## src/rtl/core/crsp_pkg.sv

```systemverilog
// shared types, constants and helpers for the chroma rotate/scale pixel unit
// no dependencies; imported by every module of the block but crsp_checker
`default_nettype none

package crsp_pkg;

    // number of register stages from input to output
    localparam int NSTG = 6;

    // configuration register indexes
    typedef enum logic [2:0] {
        CFG_CENTER_U  = 3'd0,
        CFG_CENTER_V  = 3'd1,
        CFG_COEF_UU   = 3'd2,
        CFG_COEF_UV   = 3'd3,
        CFG_COEF_VU   = 3'd4,
        CFG_COEF_VV   = 3'd5,
        CFG_LIMITS    = 3'd6,
        CFG_DRIVE     = 3'd7
    } t_cfg_idx;

    // reset values of the configuration registers
    localparam logic [7:0]         RST_CENTER = 8'd128;
    localparam logic signed [16:0] RST_COEF_D = 17'sd4095;
    localparam logic signed [16:0] RST_COEF_X = 17'sd71;
    localparam logic [15:0]        RST_LIMITS = 16'hF010;
    localparam logic [31:0]        RST_DRIVE  = 32'h4000_0400;

    // saturation bounds, Q8
    localparam logic [9:0] SAT_MIN = 10'd256;
    localparam logic [9:0] SAT_MAX = 10'd560;

    // decoded settings as the datapath sees them
    typedef struct packed {
        logic [7:0]         cu;
        logic [7:0]         cv;
        logic signed [16:0] cuu;
        logic signed [16:0] cuv;
        logic signed [16:0] cvu;
        logic signed [16:0] cvv;
        logic [7:0]         lo;
        logic [7:0]         hi;
        logic [10:0]        co;
        logic [10:0]        si;
        logic [9:0]         sat;
    } t_cfg;

    // clamp a signed offset-added value to [lo,hi]
    function automatic logic [7:0] clamp8(logic signed [15:0] x, logic [7:0] lo,
                                          logic [7:0] hi);
        logic [7:0] r;
        priority if (x < $signed({8'd0, lo})) begin
            r = lo;
        end else if (x > $signed({8'd0, hi})) begin
            r = hi;
        end else begin
            r = x[7:0];
        end
        return r;
    endfunction

endpackage

`default_nettype wire

```

## src/rtl/core/crsp_cfg.sv

```systemverilog
// configuration register file with limit swap and saturation clamp
// depends on crsp_pkg
`default_nettype none

module crsp_cfg
    import crsp_pkg::*;
(
    input  wire logic        i_clk,
    input  wire logic        i_rst_n,
    input  wire logic        i_cfg_we,
    input  wire logic [2:0]  i_cfg_idx,
    input  wire logic [31:0] i_cfg_data,
    output t_cfg             o_cfg
);

    logic [7:0]         r_cu, r_cv;
    logic signed [16:0] r_cuu, r_cuv, r_cvu, r_cvv;
    logic [15:0]        r_lim;
    logic [31:0]        r_drive;

    always_ff @(posedge i_clk) begin
        if (!i_rst_n) begin
            r_cu    <= RST_CENTER;
            r_cv    <= RST_CENTER;
            r_cuu   <= RST_COEF_D;
            r_cuv   <= -RST_COEF_X;
            r_cvu   <= RST_COEF_X;
            r_cvv   <= RST_COEF_D;
            r_lim   <= RST_LIMITS;
            r_drive <= RST_DRIVE;
        end else if (i_cfg_we) begin
            unique case (t_cfg_idx'(i_cfg_idx))
                CFG_CENTER_U: r_cu    <= i_cfg_data[7:0];
                CFG_CENTER_V: r_cv    <= i_cfg_data[7:0];
                CFG_COEF_UU:  r_cuu   <= $signed(i_cfg_data[16:0]);
                CFG_COEF_UV:  r_cuv   <= $signed(i_cfg_data[16:0]);
                CFG_COEF_VU:  r_cvu   <= $signed(i_cfg_data[16:0]);
                CFG_COEF_VV:  r_cvv   <= $signed(i_cfg_data[16:0]);
                CFG_LIMITS:   r_lim   <= i_cfg_data[15:0];
                CFG_DRIVE:    r_drive <= i_cfg_data;
                default:      r_cu    <= r_cu;
            endcase
        end
    end

    logic [9:0] sat_raw;
    logic       swap;

    always_comb begin
        sat_raw       = r_drive[31:22];
        swap          = r_lim[7:0] > r_lim[15:8];
        o_cfg.cu      = r_cu;
        o_cfg.cv      = r_cv;
        o_cfg.cuu     = r_cuu;
        o_cfg.cuv     = r_cuv;
        o_cfg.cvu     = r_cvu;
        o_cfg.cvv     = r_cvv;
        o_cfg.lo      = swap ? r_lim[15:8] : r_lim[7:0];
        o_cfg.hi      = swap ? r_lim[7:0] : r_lim[15:8];
        o_cfg.co      = r_drive[10:0];
        o_cfg.si      = r_drive[21:11];
        priority if (sat_raw < SAT_MIN) begin
            o_cfg.sat = SAT_MIN;
        end else if (sat_raw > SAT_MAX) begin
            o_cfg.sat = SAT_MAX;
        end else begin
            o_cfg.sat = sat_raw;
        end
    end

endmodule

`default_nettype wire

```

## src/rtl/core/crsp_ctl.sv

```systemverilog
// pipeline control: valid bits, per-stage enables and the frame marker line
// depends on crsp_pkg
`default_nettype none

module crsp_ctl
    import crsp_pkg::*;
(
    input  wire logic            i_clk,
    input  wire logic            i_rst_n,
    input  wire logic            i_s_tvalid,
    input  wire logic            i_s_tlast,
    input  wire logic            i_m_tready,
    output logic                 o_s_tready,
    output logic [NSTG-1:0]      o_en,
    output logic                 o_m_tvalid,
    output logic                 o_m_tlast
);

    logic [NSTG-1:0] r_vld, n_vld;
    logic [NSTG-1:0] r_last, n_last;

    // a stage moves when it is empty or its successor moves (bubbles collapse)
    always_comb begin
        o_en[NSTG-1] = !r_vld[NSTG-1] || i_m_tready;
        for (int k = NSTG - 2; k >= 0; k--) begin
            o_en[k] = !r_vld[k] || o_en[k+1];
        end
    end

    always_comb begin
        n_vld  = r_vld;
        n_last = r_last;
        for (int k = 0; k < NSTG; k++) begin
            if (o_en[k]) begin
                n_vld[k]  = (k == 0) ? i_s_tvalid : r_vld[(k == 0) ? 0 : k - 1];
                n_last[k] = (k == 0) ? i_s_tlast  : r_last[(k == 0) ? 0 : k - 1];
            end
        end
    end

    always_ff @(posedge i_clk) begin
        if (!i_rst_n) begin
            r_vld <= '0;
        end else begin
            r_vld <= n_vld;
        end
    end

    always_ff @(posedge i_clk) begin
        r_last <= n_last;
    end

    assign o_s_tready = o_en[0];
    assign o_m_tvalid = r_vld[NSTG-1];
    assign o_m_tlast  = r_last[NSTG-1];

endmodule

`default_nettype wire

```

## src/rtl/core/crsp_matrix.sv

```systemverilog
// stage one: centered Q12 gain/rotation matrix, rounding and clamp (2 stages)
// depends on crsp_pkg
`default_nettype none

module crsp_matrix
    import crsp_pkg::*;
(
    input  wire logic            i_clk,
    input  wire logic [NSTG-1:0] i_en,
    input  wire logic [7:0]      i_u,
    input  wire logic [7:0]      i_v,
    input  wire t_cfg            i_cfg,
    output logic [7:0]           o_u,
    output logic [7:0]           o_v
);

    logic signed [8:0]  du, dv;
    logic signed [16:0] cuu, cuv, cvu, cvv;
    logic signed [25:0] n_puu, n_puv, n_pvu, n_pvv;
    logic signed [25:0] r_puu, r_puv, r_pvu, r_pvv;
    logic signed [26:0] su, sv;
    logic signed [15:0] tu, tv;
    logic [7:0]         n_u, n_v, r_u, r_v;

    // products
    always_comb begin
        cuu   = i_cfg.cuu;
        cuv   = i_cfg.cuv;
        cvu   = i_cfg.cvu;
        cvv   = i_cfg.cvv;
        du    = $signed({1'b0, i_u}) - $signed({1'b0, i_cfg.cu});
        dv    = $signed({1'b0, i_v}) - $signed({1'b0, i_cfg.cv});
        n_puu = 26'(du) * 26'(cuu);
        n_puv = 26'(dv) * 26'(cuv);
        n_pvu = 26'(du) * 26'(cvu);
        n_pvv = 26'(dv) * 26'(cvv);
    end

    always_ff @(posedge i_clk) begin
        if (i_en[0]) begin
            r_puu <= n_puu;
            r_puv <= n_puv;
            r_pvu <= n_pvu;
            r_pvv <= n_pvv;
        end
    end

    // sum, round half up, floor shift by 12, recenter and clamp
    always_comb begin
        su  = {r_puu[25], r_puu} + {r_puv[25], r_puv} + 27'sd2048;
        sv  = {r_pvv[25], r_pvv} + {r_pvu[25], r_pvu} + 27'sd2048;
        tu  = {su[26], su[26:12]} + 16'sd128;
        tv  = {sv[26], sv[26:12]} + 16'sd128;
        n_u = clamp8(tu, i_cfg.lo, i_cfg.hi);
        n_v = clamp8(tv, i_cfg.lo, i_cfg.hi);
    end

    always_ff @(posedge i_clk) begin
        if (i_en[1]) begin
            r_u <= n_u;
            r_v <= n_v;
        end
    end

    assign o_u = r_u;
    assign o_v = r_v;

endmodule

`default_nettype wire

```

## src/rtl/core/crsp_rotsat.sv

```systemverilog
// stage two: Q10 rotation, Q8 saturation scale and final clamp (4 stages)
// depends on crsp_pkg
`default_nettype none

module crsp_rotsat
    import crsp_pkg::*;
(
    input  wire logic            i_clk,
    input  wire logic [NSTG-1:0] i_en,
    input  wire logic [7:0]      i_u,
    input  wire logic [7:0]      i_v,
    input  wire t_cfg            i_cfg,
    output logic [7:0]           o_u,
    output logic [7:0]           o_v
);

    logic signed [8:0]  eu, ev;
    logic signed [11:0] co, si;
    logic signed [10:0] sat;
    logic signed [20:0] n_puc, n_pvs, n_pvc, n_pus;
    logic signed [20:0] r_puc, r_pvs, r_pvc, r_pus;
    logic signed [21:0] su, sv;
    logic signed [11:0] n_ru, n_rv, r_ru, r_rv;
    logic signed [22:0] n_pu, n_pv, r_pu, r_pv;
    logic signed [22:0] fu, fv;
    logic signed [15:0] tu, tv;
    logic [7:0]         n_u, n_v, r_u, r_v;

    // rotation products
    always_comb begin
        eu    = $signed({1'b0, i_u}) - 9'sd128;
        ev    = $signed({1'b0, i_v}) - 9'sd128;
        co    = $signed({1'b0, i_cfg.co});
        si    = $signed({1'b0, i_cfg.si});
        n_puc = 21'(eu) * 21'(co);
        n_pvs = 21'(ev) * 21'(si);
        n_pvc = 21'(ev) * 21'(co);
        n_pus = 21'(eu) * 21'(si);
    end

    always_ff @(posedge i_clk) begin
        if (i_en[2]) begin
            r_puc <= n_puc;
            r_pvs <= n_pvs;
            r_pvc <= n_pvc;
            r_pus <= n_pus;
        end
    end

    // combine and round to integer offsets
    always_comb begin
        su   = {r_puc[20], r_puc} - {r_pvs[20], r_pvs} + 22'sd512;
        sv   = {r_pvc[20], r_pvc} + {r_pus[20], r_pus} + 22'sd512;
        n_ru = su[21:10];
        n_rv = sv[21:10];
    end

    always_ff @(posedge i_clk) begin
        if (i_en[3]) begin
            r_ru <= n_ru;
            r_rv <= n_rv;
        end
    end

    // saturation products
    always_comb begin
        sat  = $signed({1'b0, i_cfg.sat});
        n_pu = 23'(r_ru) * 23'(sat);
        n_pv = 23'(r_rv) * 23'(sat);
    end

    always_ff @(posedge i_clk) begin
        if (i_en[4]) begin
            r_pu <= n_pu;
            r_pv <= n_pv;
        end
    end

    // round, recenter and clamp
    always_comb begin
        fu  = r_pu + 23'sd128;
        fv  = r_pv + 23'sd128;
        tu  = {fu[22], fu[22:8]} + 16'sd128;
        tv  = {fv[22], fv[22:8]} + 16'sd128;
        n_u = clamp8(tu, i_cfg.lo, i_cfg.hi);
        n_v = clamp8(tv, i_cfg.lo, i_cfg.hi);
    end

    always_ff @(posedge i_clk) begin
        if (i_en[5]) begin
            r_u <= n_u;
            r_v <= n_v;
        end
    end

    assign o_u = r_u;
    assign o_v = r_v;

endmodule

`default_nettype wire

```

## src/rtl/core/chroma_rotate_scale_pixel_unit.sv

```systemverilog
// top level of the chroma rotate/scale pixel unit
// depends on crsp_pkg, crsp_cfg, crsp_ctl, crsp_matrix, crsp_rotsat
//
// Corrects one (U,V) chroma pair per transaction. Stage one removes the
// programmed centers, applies a signed Q12 gain/rotation matrix, rounds,
// recenters on 128 and clamps to the programmed limits (swapped if given
// reversed). Stage two rotates the offsets from 128 by Q10 cos/sin, scales
// by a Q8 saturation factor (held to 256..560), recenters and clamps again.
// The unit takes one transaction every clock unless all stages are full and
// the output stalls; from acceptance to output valid, six register stages
// (matrix products, then round and clamp for stage one; rotation products,
// rounding, saturation products, then round and clamp into the output
// register for stage two) each hold one pixel and move independently, so
// empty stages fill while the output waits. tlast rides along unchanged.
// Configuration writes take effect on the next clock and should be made
// while no pixel is in flight.
`default_nettype none

module chroma_rotate_scale_pixel_unit
    import crsp_pkg::*;
(
    input  wire logic        i_clk,
    input  wire logic        i_rst_n,
    // configuration write port
    input  wire logic        i_cfg_we,
    input  wire logic [2:0]  i_cfg_idx,
    input  wire logic [31:0] i_cfg_data,
    // input stream
    input  wire logic        s_tvalid,
    output logic             s_tready,
    input  wire logic [15:0] s_tdata,   // u_in [7:0], v_in [15:8]
    input  wire logic        s_tlast,   // last_in
    // output stream
    output logic             m_tvalid,
    input  wire logic        m_tready,
    output logic [15:0]      m_tdata,   // u_out [7:0], v_out [15:8]
    output logic             m_tlast    // last_out
);

    t_cfg            cfg;
    logic [NSTG-1:0] en;
    logic [7:0]      u1, v1;
    logic [7:0]      u2, v2;

    // register file, limit ordering and saturation clamp
    crsp_cfg u_cfg (
        .i_clk      (i_clk),
        .i_rst_n    (i_rst_n),
        .i_cfg_we   (i_cfg_we),
        .i_cfg_idx  (i_cfg_idx),
        .i_cfg_data (i_cfg_data),
        .o_cfg      (cfg)
    );

    // handshake and stage enables
    crsp_ctl u_ctl (
        .i_clk      (i_clk),
        .i_rst_n    (i_rst_n),
        .i_s_tvalid (s_tvalid),
        .i_s_tlast  (s_tlast),
        .i_m_tready (m_tready),
        .o_s_tready (s_tready),
        .o_en       (en),
        .o_m_tvalid (m_tvalid),
        .o_m_tlast  (m_tlast)
    );

    // stage one: matrix about the centers
    crsp_matrix u_matrix (
        .i_clk (i_clk),
        .i_en  (en),
        .i_u   (s_tdata[7:0]),
        .i_v   (s_tdata[15:8]),
        .i_cfg (cfg),
        .o_u   (u1),
        .o_v   (v1)
    );

    // stage two: hue rotation and saturation, output register inside
    crsp_rotsat u_rotsat (
        .i_clk (i_clk),
        .i_en  (en),
        .i_u   (u1),
        .i_v   (v1),
        .i_cfg (cfg),
        .o_u   (u2),
        .o_v   (v2)
    );

    assign m_tdata = {v2, u2};

endmodule

`default_nettype wire

```

## config.mk

```make
export PLATFORM = sky130hd
export DESIGN_NAME = chroma_rotate_scale_pixel_unit
export DESIGN_NICKNAME = d
export VERILOG_FILES = /design/src/rtl/core/crsp_pkg.sv /design/src/rtl/core/crsp_cfg.sv /design/src/rtl/core/crsp_ctl.sv /design/src/rtl/core/crsp_matrix.sv /design/src/rtl/core/crsp_rotsat.sv /design/src/rtl/core/chroma_rotate_scale_pixel_unit.sv
export SDC_FILE = /design/constraint.sdc
export NUM_CORES = 2
export LEC_CHECK = 0
export BUFFER_PORTS_ARGS = -buffer_cell sky130_fd_sc_hd__buf_2
export CAP_MARGIN = 20
export CORE_MARGIN = 8
export CORE_UTILIZATION = 48
export DETAILED_ROUTE_END_ITERATION = 6
export PLACE_DENSITY = 0.62
export SYNTH_ARGS = -nofsm -noshare
export SYNTH_HDL_FRONTEND = slang
export SYNTH_SLANG_ARGS = --single-unit
```

## constraint.sdc

```tcl
create_clock -name i_clk -period 9.55 [get_ports i_clk]
set_input_delay 1.91 -clock i_clk [delete_from_list [all_inputs] [get_ports i_clk]]
set_output_delay 1.91 -clock i_clk [all_outputs]
set_load 0.02 [all_outputs]
```

==> metrics.yaml <==
clk_pin_slew_ps: 60
ys.warnings.count: 0
syn_area_um2: 64510
syn_nets: 8630
grt_pass1_wl_mm: 257.5
critPathRequiredTime_ps: 10060
vias: 45040
finalCriticalPeriod_ps: 8868
area_delta_synth_final_pct: 6.796
fillers: 12340
critPathMostFrequentCell: "fa_1"
hold_depth: 0
setup_tns_ps: 0
start_util_pct: 48.34
max-cap-violations: 0
final_common_cell: "inv_1"
run_status: "complete, no violations"
worst_slew_pin_slew_ps: 1129
worstSetupStartpoint: "s_tdata[0]"
dpl.hpwl_mm: 124.8
vias_per_cell: 5.270
drc: 0
overflow: 0
cts_tree: "done"
synth_edf_count: 282
r2r_start: "u_cfg.r_drive[31]"
critPathCaptureType: "flop"
crit_fanout: 3
ys_seq_area_share_pct: 17.41
cts_hold_buf: 0
cp.arrival_ps: 9370
clock_path_buffers: 3
dieWidth_um: 382.6
seq_area_um2: 11230
ys_async_sr_fraction_pct: 0
slowest_stage: "fa_1"
syn_inst: 6767
relSlewSlack_pct: 24.55
rr_worst_depth: 24
antenna_found_initial: 8
report.final.slew_viol_count: 0
fp.dieArea_um2: 146400
crit_path_max_incr_delay_ps: 530
cts_resized: 0
grt_max_degree: 93
finClkSkew_ps: 36.58
ys_seq_elements: 420
clock-root-buffer: "clkbuf_16"
synth_ff_type: "edfxtp_1"
drive_gt1_share_pct: 5.475
post-route-period-util_pct: 92.86
ios: 76
grt_pass1_vias: 47750
track_usage_pct: 21.96
cts_made_buffers: 54
first_pass_iters: 5
drt-initial-drc-count: 2330
fp.coreArea_um2: 133500
post_cts_buffers: 0
cts_sinks: 420
clkLatencyLatePin_ps: 660
max_clock_freq_mhz: 112.8
finalSetupViolations: 0
crit_path_start_kind: "primary input"
die_h_um: 382.6
finalNetCount: 8593
wirelength_mm: 158.0
num_rows: 134
hp-start: "u_ctl.r_last[4]"
rsz0062_at_grt: "false"
critPathKind: "in -> reg"
holdCritPathClass: "reg -> reg"
gp_congestion: 0.8567
multi_input_comb_area_um2: 47930
final-hold-violation-count: 0
post_drt_wl_per_cell_um: 18.49
yosysUniqueCellTypes: 80
port-buffer-count: 75
avgSynthCellArea_um2: 9.533
ant_nets: 0
cts_max_level: 2
final_cell_mix: "inv_1, fa_1, ha_1"
-- metrics by stage --
step	util, %	hold slack [ps]	std cells	setup slack (ps)	area [um2]
after floorplan	-	400.3	6767	533.8	64510
after global placement	50.11	403.9	8437	165.0	66880
after detailed placement	50.12	404.5	8438	42.59	66890
after CTS	51.57	417.7	8540	733.1	68830
after global routing	51.62	423.6	8544	182.9	68890
final	51.62	416.2	8546	681.5	68890
-- worst max-delay path, delay by kind of cell --
| family | cells | cell delay [ps] |
|---|---|---|
| AND/OR/NAND/NOR | 4 | 930 |
| buffers and inverters | 5 | 300 |
| adder cells (fa/ha/maj) | 8 | 3220 |
| AO/OA/AOI/OAI | 15 | 3030 |
-- sequential cells by signal, indices dropped and copies added, names as in the netlist, 21 cells and up --
name and flops:
u_cfg.r_drive 32, u_matrix.r_puu 26, u_matrix.r_puv 26, u_matrix.r_pvu 26, u_matrix.r_pvv 26, u_rotsat.r_puc 21
u_rotsat.r_pus 21, u_rotsat.r_pvc 21, u_rotsat.r_pvs 21
-- cells by family after synthesis --
kind of cell / after synthesis / synth area share, %
and+or+nand+nor: 2132 / 16.45
adders and majority gates: 1806 / 46.50
buffers and inverters: 1449 / 8.476
AOI/OAI and AO/OA: 651 / 6.853
DFF: 420 / 17.41
xor gates and xnor gates: 260 / 3.530
muxes: 49 / 0.7817
-- cells in the mapped netlist, types with 91 or more instances --
cell      number  area share [%]
nor2b_1       95            0.92
nand2b_1     147             1.4
o21ai_0       95            0.74
a21boi_0      91             1.1
edfxtp_1     282              13
ha_1         820              16
nand2_1      798             4.6
xnor2_1      201             2.7
clkbuf_1     223             1.3
nand3_1       93            0.72
fa_1         986              31
dfxtp_1      138             4.3
nor2_1       224             1.3
a21oi_1      164             1.3
and2_1       509             4.9
inv_1       1183             6.9
-- layout make-up --
cell class / instances / share of cell area, %
clock buffers: 73 / 2.288
multi-input cells: 4898 / 69.57
well taps: 1768 / 3.211
flip-flops and latches: 420 / 16.30
clock inverters: 29 / 0.5303
diodes: 2 / 0.007265
inverters: 1185 / 6.458
repair buffers: 171 / 1.635
-- worst paths after layout --
kind | endpoint | slack, ps
setup / recovery | u_matrix.r_pvu[25] | 680
hold / removal | u_ctl.r_last[5] | 420
setup reg to reg | u_rotsat.r_pu[22] | 1550
hold reg to reg | u_ctl.r_last[5] | 420
-- routing by layer --
metal / routed length (um) / GRT usage [%] / vias up
met4: 6356 / 7.616 / 6
met5: 36 / 0 / -
met3: 8608 / 3.276 / 259
met2: 74090 / 37.03 / 973
met1: 68940 / 28.85 / 22470
li1: - / - / 21330
Power is not shown: default switching activity piles up to over one toggle a cycle in this logic, so the estimate is an artifact.
